--- config.mk ---
export PLATFORM = sky130hd
export DESIGN_NAME = light_adc_average_to_lux
export DESIGN_NICKNAME = d
export VERILOG_FILES = /design/src/design/lalux_pkg.sv /design/src/design/lalux_div.sv /design/src/design/light_adc_average_to_lux.sv
export SDC_FILE = /design/constraint.sdc
export NUM_CORES = 1
export LEC_CHECK = 0
export ABC_AREA = 1
export BUFFER_PORTS_ARGS = -buffer_cell sky130_fd_sc_hd__buf_2
export CELL_PAD_IN_SITES_DETAIL_PLACEMENT = 0
export CELL_PAD_IN_SITES_GLOBAL_PLACEMENT = 1
export CORE_MARGIN = 2
export CORE_UTILIZATION = 49
export CTS_CLUSTER_SIZE = 20
export DETAILED_ROUTE_END_ITERATION = 7
export PLACE_DENSITY = 0.9
export SYNTH_ARGS = -nofsm -noshare
export SYNTH_HDL_FRONTEND = slang
export SYNTH_SLANG_ARGS = --single-unit
--- constraint.sdc ---
create_clock -name clk -period 8.35 [get_ports clk]
set_clock_uncertainty 0.15 [all_clocks]
set_input_delay 0.835 -clock clk [delete_from_list [all_inputs] [get_ports clk]]
set_output_delay 0.835 -clock clk [all_outputs]
set_load 0.02 [all_outputs]
--- src/design/lalux_pkg.sv ---
// shared types, constants and the adc-to-lux breakpoint table
// no dependencies; used by every module of the light sensor block
`timescale 1ns / 1ps

package lalux_pkg;

	// field widths
	localparam int SAMPLE_W = 12;
	localparam int SUM_W    = 20;
	localparam int CNT_W    = 8;
	localparam int PCT_W    = 7;
	localparam int LUX_W    = 15;

	// group size limits
	localparam logic [CNT_W-1:0] MAX_SAMPLES   = 8'd255;
	localparam logic [CNT_W-1:0] SAMPLES_RESET = 8'd10;

	// mean saturation and brightness scaling (avg / 40 as avg * 6554 >> 18)
	localparam logic [SAMPLE_W-1:0] AVG_MAX     = 12'd4095;
	localparam logic [PCT_W-1:0]    PCT_FULL    = 7'd100;
	localparam int                  RECIP_SHIFT = 18;
	localparam int                  RECIP_W     = 13;
	localparam logic [RECIP_W-1:0]  RECIP_40    = 13'd6554;
	localparam int                  PCT_PROD_W  = SAMPLE_W + RECIP_W;

	// shared divider operand widths
	localparam int DIVIDEND_W = LUX_W + SAMPLE_W;
	localparam int DIVISOR_W  = SAMPLE_W;
	localparam int DSTEP_W    = $clog2(DIVIDEND_W + 1);

	// breakpoint table
	localparam int TABLE_POINTS = 21;
	localparam int IDX_W        = $clog2(TABLE_POINTS);

	localparam logic [SAMPLE_W-1:0] LUX_CODE [TABLE_POINTS] = '{
		12'd0,    12'd10,   12'd20,   12'd40,   12'd60,
		12'd80,   12'd100,  12'd130,  12'd160,  12'd200,
		12'd300,  12'd500,  12'd1000, 12'd1500, 12'd2000,
		12'd2500, 12'd3000, 12'd3500, 12'd3800, 12'd4000,
		12'd4095
	};

	localparam logic [LUX_W-1:0] LUX_LEVEL [TABLE_POINTS] = '{
		15'd30000, 15'd28000, 15'd25000, 15'd20000, 15'd12000,
		15'd7000,  15'd4000,  15'd2500,  15'd1500,  15'd600,
		15'd520,   15'd450,   15'd100,   15'd70,    15'd40,
		15'd30,    15'd25,    15'd20,    15'd10,    15'd5,
		15'd0
	};

	// sequencer states
	typedef enum logic [2:0] {
		ST_IDLE,
		ST_AVG,
		ST_SAT,
		ST_PCT,
		ST_SEARCH,
		ST_MUL,
		ST_INTERP,
		ST_OUT
	} lalux_state_t;

	// divider request and status
	typedef struct packed {
		logic                  start;
		logic [DIVIDEND_W-1:0] dividend;
		logic [DIVISOR_W-1:0]  divisor;
	} lalux_div_req_t;

	typedef struct packed {
		logic                  done;
		logic [DIVIDEND_W-1:0] quotient;
	} lalux_div_rsp_t;

endpackage

--- src/design/lalux_div.sv ---
// shared restoring divider, one quotient bit per cycle
// depends on lalux_pkg for operand widths and request/status types
`timescale 1ns / 1ps

module lalux_div
	import lalux_pkg::*;
(
	input  logic           clk,
	input  logic           arst_n,
	input  lalux_div_req_t req,
	output lalux_div_rsp_t rsp
);

	logic                  busy_q;
	logic                  done_q;
	logic [DSTEP_W-1:0]    step_q;
	logic [DIVIDEND_W-1:0] quo_q;
	logic [DIVISOR_W-1:0]  rem_q;
	logic [DIVISOR_W-1:0]  dvs_q;
	logic [DIVISOR_W:0]    trial;
	logic [DIVISOR_W:0]    diff;
	logic                  fits;

	// one restoring step
	always_comb begin
		trial = {rem_q, quo_q[DIVIDEND_W-1]};
		diff  = trial - {1'b0, dvs_q};
		fits  = trial >= {1'b0, dvs_q};
	end

	// control
	always_ff @(posedge clk or negedge arst_n) begin
		if (!arst_n) begin
			busy_q <= 1'b0;
			done_q <= 1'b0;
			step_q <= '0;
		end else begin
			done_q <= 1'b0;
			if (req.start) begin
				busy_q <= 1'b1;
				step_q <= DSTEP_W'(DIVIDEND_W);
			end else if (busy_q) begin
				step_q <= step_q - 1'b1;
				if (step_q == DSTEP_W'(1)) begin
					busy_q <= 1'b0;
					done_q <= 1'b1;
				end
			end
		end
	end

	// operands, partial remainder and quotient
	always_ff @(posedge clk) begin
		if (req.start) begin
			quo_q <= req.dividend;
			rem_q <= '0;
			dvs_q <= req.divisor;
		end else if (busy_q) begin
			rem_q <= fits ? diff[DIVISOR_W-1:0] : trial[DIVISOR_W-1:0];
			quo_q <= {quo_q[DIVIDEND_W-2:0], fits};
		end
	end

	assign rsp.done     = done_q;
	assign rsp.quotient = quo_q;

endmodule

--- src/design/light_adc_average_to_lux.sv ---
// Light sensor averager: sums sample_count 12-bit adc samples (0 acts as 1) and, on the sample
// that closes a group, returns the truncated mean saturated at 4095, a brightness percentage
// (100 - mean/40, floored at 0) and an illuminance in lux interpolated over a 21-point
// breakpoint table, clamped at the table ends. A sample that does not close a group leaves
// in_ready high. A closing sample keeps in_ready low after its transfer for a pass of the
// shared restoring divider for the mean, saturation and scaling, a segment search of one
// breakpoint per cycle, one multiply and a second divider pass for the interpolation step,
// plus any wait for a full output register. Means at the table ends skip the search and the
// second pass. A finished result sits in an output register, so the next group is taken while
// it waits. sample_count is to be written through the cfg channel only while the block is
// idle; the block itself does not enforce this. Depends on lalux_pkg and lalux_div.
`timescale 1ns / 1ps

module light_adc_average_to_lux
	import lalux_pkg::*;
(
	input  logic                clk,
	input  logic                arst_n,
	// configuration
	input  logic                cfg_valid,
	output logic                cfg_ready,
	input  logic [CNT_W-1:0]    cfg_data,
	// sample input
	input  logic                in_valid,
	output logic                in_ready,
	input  logic [SAMPLE_W-1:0] sample,
	// result output
	output logic                out_valid,
	input  logic                out_ready,
	output logic [SAMPLE_W-1:0] average,
	output logic [PCT_W-1:0]    brightness_percent,
	output logic [LUX_W-1:0]    lux_value
);

	lalux_state_t state_q;
	lalux_state_t state_d;

	logic [CNT_W-1:0]      count_q;
	logic [SUM_W-1:0]      sum_q;
	logic [CNT_W-1:0]      taken_q;
	logic [CNT_W-1:0]      group_n;
	logic [CNT_W:0]        taken_inc;
	logic [SUM_W-1:0]      sum_inc;
	logic                  in_xfer;
	logic                  group_done;

	logic [SAMPLE_W-1:0]   avg_q;
	logic [PCT_W-1:0]      pct_q;
	logic [LUX_W-1:0]      lux_q;
	logic [IDX_W-1:0]      idx_q;
	logic [IDX_W-1:0]      idx_nxt;
	logic [SAMPLE_W-1:0]   off_q;
	logic [SAMPLE_W-1:0]   span_q;
	logic [LUX_W-1:0]      base_q;
	logic [LUX_W-1:0]      delta_q;
	logic                  rise_q;
	logic                  seg_hit;
	logic                  at_end;
	logic [DIVIDEND_W-1:0] seg_prod;
	logic [PCT_PROD_W-1:0] pct_prod;
	logic [PCT_W-1:0]      tens;

	logic                  out_valid_q;
	logic                  out_free;
	logic [SAMPLE_W-1:0]   average_q;
	logic [PCT_W-1:0]      pct_out_q;
	logic [LUX_W-1:0]      lux_out_q;

	lalux_div_req_t        div_req;
	lalux_div_rsp_t        div_rsp;

	// shared divider
	lalux_div u_div (
		.clk    (clk),
		.arst_n (arst_n),
		.req    (div_req),
		.rsp    (div_rsp)
	);

	// group size, a zero count acts as one
	always_comb begin
		group_n = count_q;
		if (count_q == '0) begin
			group_n = CNT_W'(1);
		end
	end

	// accumulation and group close
	assign in_ready   = (state_q == ST_IDLE);
	assign in_xfer    = in_valid && in_ready;
	assign taken_inc  = {1'b0, taken_q} + 1'b1;
	assign sum_inc    = sum_q + SUM_W'(sample);
	assign group_done = (taken_inc >= {1'b0, group_n}) || (taken_inc[CNT_W-1:0] == '0);

	// brightness: avg / 40 by reciprocal multiply
	assign pct_prod = PCT_PROD_W'(avg_q) * PCT_PROD_W'(RECIP_40);
	assign tens     = pct_prod[RECIP_SHIFT +: PCT_W];

	// segment search and interpolation step
	assign idx_nxt  = idx_q + 1'b1;
	assign seg_hit  = avg_q <= LUX_CODE[idx_nxt];
	assign at_end   = (avg_q <= LUX_CODE[0]) || (avg_q >= LUX_CODE[TABLE_POINTS-1]);
	assign seg_prod = DIVIDEND_W'(delta_q) * DIVIDEND_W'(off_q);

	assign out_free = !out_valid_q || out_ready;

	// sequencer next state and divider requests
	always_comb begin
		state_d          = state_q;
		div_req.start    = 1'b0;
		div_req.dividend = DIVIDEND_W'(sum_inc);
		div_req.divisor  = DIVISOR_W'(group_n);
		case (state_q)
			ST_IDLE: begin
				if (in_xfer && group_done) begin
					div_req.start = 1'b1;
					state_d       = ST_AVG;
				end
			end
			ST_AVG: begin
				if (div_rsp.done) begin
					state_d = ST_SAT;
				end
			end
			ST_SAT: begin
				state_d = ST_PCT;
			end
			ST_PCT: begin
				state_d = at_end ? ST_OUT : ST_SEARCH;
			end
			ST_SEARCH: begin
				if (seg_hit) begin
					state_d = ST_MUL;
				end
			end
			ST_MUL: begin
				div_req.start    = 1'b1;
				div_req.dividend = seg_prod;
				div_req.divisor  = span_q;
				state_d          = ST_INTERP;
			end
			ST_INTERP: begin
				if (div_rsp.done) begin
					state_d = ST_OUT;
				end
			end
			ST_OUT: begin
				if (out_free) begin
					state_d = ST_IDLE;
				end
			end
			default: begin
				state_d = ST_IDLE;
			end
		endcase
	end

	// state register
	always_ff @(posedge clk or negedge arst_n) begin
		if (!arst_n) begin
			state_q <= ST_IDLE;
		end else begin
			state_q <= state_d;
		end
	end

	// configuration register
	assign cfg_ready = 1'b1;

	always_ff @(posedge clk or negedge arst_n) begin
		if (!arst_n) begin
			count_q <= SAMPLES_RESET;
		end else if (cfg_valid && cfg_ready) begin
			count_q <= cfg_data;
		end
	end

	// running sum and sample count
	always_ff @(posedge clk or negedge arst_n) begin
		if (!arst_n) begin
			sum_q   <= '0;
			taken_q <= '0;
		end else if (in_xfer) begin
			if (group_done) begin
				sum_q   <= '0;
				taken_q <= '0;
			end else begin
				sum_q   <= sum_inc;
				taken_q <= taken_inc[CNT_W-1:0];
			end
		end
	end

	// result datapath
	always_ff @(posedge clk) begin
		case (state_q)
			ST_SAT: begin
				if (div_rsp.quotient > DIVIDEND_W'(AVG_MAX)) begin
					avg_q <= AVG_MAX;
				end else begin
					avg_q <= div_rsp.quotient[SAMPLE_W-1:0];
				end
			end
			ST_PCT: begin
				pct_q <= (tens >= PCT_FULL) ? '0 : PCT_FULL - tens;
				idx_q <= '0;
				if (avg_q <= LUX_CODE[0]) begin
					lux_q <= LUX_LEVEL[0];
				end else begin
					lux_q <= LUX_LEVEL[TABLE_POINTS-1];
				end
			end
			ST_SEARCH: begin
				if (seg_hit) begin
					off_q  <= avg_q - LUX_CODE[idx_q];
					span_q <= LUX_CODE[idx_nxt] - LUX_CODE[idx_q];
					base_q <= LUX_LEVEL[idx_q];
					rise_q <= LUX_LEVEL[idx_nxt] >= LUX_LEVEL[idx_q];
					if (LUX_LEVEL[idx_nxt] >= LUX_LEVEL[idx_q]) begin
						delta_q <= LUX_LEVEL[idx_nxt] - LUX_LEVEL[idx_q];
					end else begin
						delta_q <= LUX_LEVEL[idx_q] - LUX_LEVEL[idx_nxt];
					end
				end else begin
					idx_q <= idx_nxt;
				end
			end
			ST_INTERP: begin
				if (div_rsp.done) begin
					if (rise_q) begin
						lux_q <= base_q + div_rsp.quotient[LUX_W-1:0];
					end else begin
						lux_q <= base_q - div_rsp.quotient[LUX_W-1:0];
					end
				end
			end
			default: begin
			end
		endcase
	end

	// output register
	always_ff @(posedge clk or negedge arst_n) begin
		if (!arst_n) begin
			out_valid_q <= 1'b0;
		end else if (state_q == ST_OUT && out_free) begin
			out_valid_q <= 1'b1;
		end else if (out_ready) begin
			out_valid_q <= 1'b0;
		end
	end

	always_ff @(posedge clk) begin
		if (state_q == ST_OUT && out_free) begin
			average_q <= avg_q;
			pct_out_q <= pct_q;
			lux_out_q <= lux_q;
		end
	end

	assign out_valid          = out_valid_q;
	assign average            = average_q;
	assign brightness_percent = pct_out_q;
	assign lux_value          = lux_out_q;

endmodule

; Yosys cells after proc, flatten, opt, wreduce, memory -nomap -nowiden
; Memories as Yosys holds them, arrays and structs flattened.
; Index checks and enable logic that the tools add are counted.
[totals]
out_inout_bits = 37
wordCells = 127
input_bits = 25
register_bits = 226
romBits = 1728
n_memories = 4
[memory_table]
columns = memory, depth, width, rd, rd_clocked_by_memory_dff, write_ports, line_no
row1 = (name not given), 32, 15, 1, 0, 0, light_adc_average_to_lux.sv:222  ; delta_q <= LUX_LEVEL[idx_q] - LUX_LEVEL[idx_nxt];
row2 = (name not given), 32, 15, 1, 0, 0, light_adc_average_to_lux.sv:222
row3 = (name not given), 32, 12, 1, 0, 0, light_adc_average_to_lux.sv:216  ; span_q <= LUX_CODE[idx_nxt] - LUX_CODE[idx_q];
row4 = (name not given), 32, 12, 1, 0, 0, light_adc_average_to_lux.sv:216
[op_classes]
n_eq_ne = 14
magnitude_cmp = 10
addsub = 12
multipliers = 2
reduce_logical = 18
muxes = 41
bitwise = 2
[op_table]
columns = cell, n
row1 = $mux W15, 8
row2 = $mux W12, 5
row3 = $mux W27, 2
row4 = $sub A15 B15 Y15, 3
row5 = $mux W39, 1
row6 = $sub A12 B12 Y12, 3
row7 = $pmux W15 S2, 1
row8 = $gt A27 B12 Y1 const B, 1
row9 = $mul A15 B12 Y27, 1
row10 = $mul A12 B12 Y24 const B, 1
row11 = $pmux W3 S8, 1
row12 = $add A20 B12 Y20, 1
row13 = $mux W20, 1
row14 = $logic_not A8 Y1, 2
row15 = $mux W8, 2
row16 = $add A15 B15 Y15, 1
row17 = $ge A15 B15 Y1, 1
row18 = $mux W3, 5
row19 = $mux W5, 3
row20 = $ge A13 B12 Y1, 1
row21 = $eq A3 B3 Y1 const B, 4
row22 = $ge A12 B12 Y1 const B, 1
row23 = $ge A6 B6 Y1 const B, 2
row24 = $le A12 B1 Y1 const B, 1
row25 = other kinds (24), 47

; Logic depth before layout (Yosys ltp)
[logic_depth]
ltp_word = 8
depth_mapped = 26
depth_no_buf = 26

; Cells and area by module
; Synthesis repeated with hierarchy kept, for this count alone.
[unflattened]
cells_unflattened = 3080
hier_area_um2 = 24252.0
[modules_own_cells]
columns = mod, instances, cells_per_inst, seq_area_each_um2, area_each_um2
row1 = light_adc_average_to_lux, 1, 2680, 4847.1, 21022.7
row2 = lalux_div, 1, 400, 1586.5, 3229.3

; Least setup slack after synthesis
; OpenSTA, ideal clock, no wires.
[synth_path]
path_type = register to register
from = reg idx_q[0]
to = reg base_q[0] (enable)
arrival_time_ns = 5.266
setup_time_ns = 0.486
setup_slack_ns = 2.448
n_path_buf = 2
synth_period_minus_slack_ns = 5.902
t_required_ns = 7.714
stages_incl_launch_ff = 14
cell_sequence = edfxtp_1 ha_1 ha_1 clkbuf_1 clkbuf_1 o211ai_1 a22oi_1 inv_1 ha_1 a21oi_1 o211ai_1 nand2_1 nand3_1 a21oi_1
[synth_between]
elab_chain_cells = 7
[synth_lines]
columns = item, line_no
row1 = start: declaration, light_adc_average_to_lux.sv:50  ; logic [IDX_W-1:0] idx_q;
row2 = start signal: assignment, light_adc_average_to_lux.sv:225  ; idx_q <= idx_nxt;
row3 = $add A5 B1 Y5, light_adc_average_to_lux.sv:100  ; assign idx_nxt = idx_q + 1'b1;
row4 = $not A5 Y6 (not written as such), light_adc_average_to_lux.sv:101  ; assign seg_hit = avg_q <= LUX_CODE[idx_nxt];
row5 = $mem_v2 Z32 W12, n/a
row6 = $mux W12 (2 in series), n/a
row7 = $le A12 B12 Y1, light_adc_average_to_lux.sv:101
row8 = $reduce_and A2 Y1 (no line), n/a
row9 = end: declaration, light_adc_average_to_lux.sv:54  ; logic [LUX_W-1:0] base_q;
; Every way passes these cells. The select of a mux whose other input is x is not followed.
; A chain may end at the register's enable or synchronous reset.

; Worst setup path in the final report
[layout_path]
from = reg idx_q[0]
to = reg idx_q[0] (enable)
[layout_between]
elab_chain_cells = 8
[layout_lines]
columns = item, line_no
row1 = $add A5 B1 Y5, light_adc_average_to_lux.sv:100
row2 = $not A5 Y6 (not written as such), light_adc_average_to_lux.sv:101
row3 = $mem_v2 Z32 W12, n/a
row4 = $mux W12 (2 in series), n/a
row5 = $le A12 B12 Y1, light_adc_average_to_lux.sv:101
row6 = $ne A2 B2 Y1 (no line), n/a
row7 = $reduce_and A2 Y1 (no line), n/a
; Every way passes these cells. The select of a mux whose other input is x is not followed.

==> flow_summary.toml <==
[synthesis]
synth_nets = 3505
synth-edff-count = 167
syn_inst = 3025
postSynth.asyncResetShare_pct = 20.8
yosys_register_bits = 226
syn_avg_cell_area_sq_um = 7.92
syn_area_sq_mm = 0.0240
synth_flop_cell = "edfxtp_1"
yosysWarnings = 0
synth_cell_types = 57
synth-seq-area-share_pct = 26.9

[layout]
layout_commonest_cell = "nand2_1"
final_nets = 3523
layout_common_cells = "nand2_1, inv_1, ha_1"
stdcell_area_sq_mm = 0.0256
area_growth_pct = 6.92
drive_above_1_share_pct = 4.80

[critical_path]
cp.buffers_inverters = 3
worstReg2RegEnd = "idx_q[0]"
cp.arrival_ns = 6.22
critical_path_depth = 17
rr_startpoint = "idx_q[0]"
path_class = "flip-flop to flip-flop"
cp.required_ns = 8.36
path_common_cell = "nand2_1"
worstSetupStartpointType = "flip-flop"
crit_family = "simple AND/OR/NAND/NOR gates"
crit_path_end_kind = "flip-flop"
cpMaxStageDelayCell = "o21ai_0"
r2r_setup_slack_ns = 2.14
reg2reg_depth = 17
worst-path-max-fanout = 17
slowest_delay_ns = 0.97
crit_chain = "ha_1 -> nand2_1 -> nor2_1 -> nand2_1 -> nand2_1 -> inv_1 -> nor2_1 -> inv_1 -> o21ai_0 -> inv_1 -> ha_1 -> nand3_1 -> o211ai_1 -> nand2_1 -> nand3_1 -> nand2_1 -> o21ai_0"

[global_route]
grt.total_usage_pct = 25.3
grt_max_degree = 58
antenna_found_initial = 1
grt_pass1_wl_um = 102000
globalRouteOverflowTotal = 0
grt_pass1_vias = 19700

[clock_network]
cts_buffers = 26
clkSlewWorstSetupHoldPaths_ns = 0.06
cts_root_buf = "clkbuf_16"
hold_buffers = 0
cts_tree = "yes"
cts_resized = 0
cts.sinks = 226
cts_setup_buffers = 0
clock_latency_ns = 0.56
clk_path_buf_depth = 3
htreeDepth = 1

[min_path]
holdPathStages = 0
hp-class = "flip-flop to flip-flop"
worstHoldStart = "pct_q[0]"
holdPathEnd = "brightness_percent[0]"

[detailed_routing]
viasPerCell = 5.41
firstDrtPassIters = 6
antenna_left = 0
drc = 0
vias = 19900
wire_per_inst_um = 17.3
routed_wl_um = 63600
drtIter0Drc = 1512

[timing]
worst_pin_slew_ns = 1.19
rsz0062_at_grt = "false"
totalNegativeSetupSlack_ns = 0
holdWs_ns = 0.268
fin_ws_ns = 2.14
finalSetupViolations = 0
relSlewSlack_pct = 20.0
fmax_mhz = 161
maxSlewViolCount = 0
hold_viol = 0
period_needed_ns = 6.21
fin_crit_sh_pct = 74.3

[place]
pre_cts_slack_ns = 2.39
dp_hpwl_um = 51300
portBuffers = 60
place_area_sq_mm = 0.0247
routabilityCongestion = 0.931

[floorplan]
die_h_um = 225
die_x_um = 225
core_sq_mm = 0.0486
io-pin-count = 62
die-area_sq_mm = 0.0507
rows = 81
initial_core_util_pct = 49.2

[outcome]
status = "completed"

[flow_run]
drv_cap = 0
-- registers in the layout (all words and copies together) (netlist names), 12 cells and up --
signal / count
u_div.quo_q: 27
sum_q: 20
base_q: 15
delta_q: 15
lux_q: 15
lux_value: 15
average: 12
avg_q: 12
off_q: 12
span_q: 12
u_div.dvs_q: 12
u_div.rem_q: 12
-- cells by family (layout without fill, tap and decap cells) --
family          count (synthesis)  after routing  share of synthesized area [%]
fa+ha+maj                     455            455                           29.3
xor+xnor                       92             92                           3.40
buf+inv                       700            738                           11.3
other cells                     1              2                         0.0157
simple gates                 1097           1097                           18.7
flops                         226            226                           26.9
compound gates                454            454                           10.5
-- area by class of cell --
class	count	area, sq um
diodes	1	2.50
multi-input cells	2099	14800
inverters	623	2340
fillers	4631	23000
clock buffers	31	679
repair buffers	67	353
clock inverters	17	188
flip-flops and latches	226	6430
well taps	622	778
-- metal layers --
metal / up-vias / global-route usage, % / part of all wire, %
met4: 0 / 6.56 / 2.7
met3: 99 / 3.23 / 5.3
met1: 9596 / 34.6 / 45
met2: 579 / 42.5 / 47
met5: - / 0 / 0
li1: 9651 / - / -
-- Yosys cell counts, types with 6 or more instances --
| cell type | instances | share of area, % |
|---|---|---|
| nand2_2 | 9 | 0.24 |
| dfxtp_1 | 12 | 1.0 |
| dfrtp_1 | 45 | 4.7 |
| nor3_1 | 31 | 0.65 |
| edfxtp_1 | 167 | 21 |
| nor2_1 | 179 | 2.8 |
| nand3b_1 | 8 | 0.25 |
| clkbuf_1 | 52 | 0.81 |
| inv_1 | 615 | 9.6 |
| xnor2_1 | 23 | 0.84 |
| a21o_1 | 16 | 0.50 |
| inv_2 | 7 | 0.11 |
| buf_2 | 14 | 0.29 |
| ha_1 | 280 | 15 |
| a31oi_1 | 10 | 0.26 |
| xor2_1 | 68 | 2.5 |
| a22o_1 | 6 | 0.22 |
| o21a_1 | 8 | 0.25 |
| o211ai_1 | 10 | 0.31 |
| a21oi_1 | 187 | 3.9 |
| nand4_1 | 23 | 0.60 |
| a21boi_0 | 6 | 0.19 |
| o21ai_0 | 152 | 3.2 |
| nand2_1 | 718 | 11 |
| o21ai_1 | 20 | 0.42 |
| nand3_1 | 107 | 2.2 |
| fa_1 | 175 | 15 |
| o22ai_1 | 11 | 0.29 |
-- through the flow --
stage | cells | util, %
after floorplan | 3025 | -
after global placement | 3637 | 50.9
after detailed placement | 3637 | 50.9
after CTS | 3685 | 52.6
after global routing | 3685 | 52.6
final | 3686 | 52.6
-- worst max path at each step --
stage	to	start
6_report	idx_q[0]	idx_q[0]
5_1_grt	idx_q[2]	idx_q[0]
4_1_cts	idx_q[0]	idx_q[0]
3_5_place_dp	idx_q[1]	idx_q[0]
3_3_place_gp	idx_q[1]	idx_q[0]
2_1_floorplan	base_q[0]	idx_q[0]
-- worst register-to-register path: cells and delay by family, from the launching register on --
kind	cells	cell delay [ns]
and+or+nand+nor	9	1.70
AOI/OAI and AO/OA	3	1.61
adders and majority gates	2	0.89
DFF	1	0.77
buffers and inverters	3	0.69
Power is left out: the tool's default activity adds up to more than one toggle a clock period on the data nets, which glitch-free logic cannot reach.
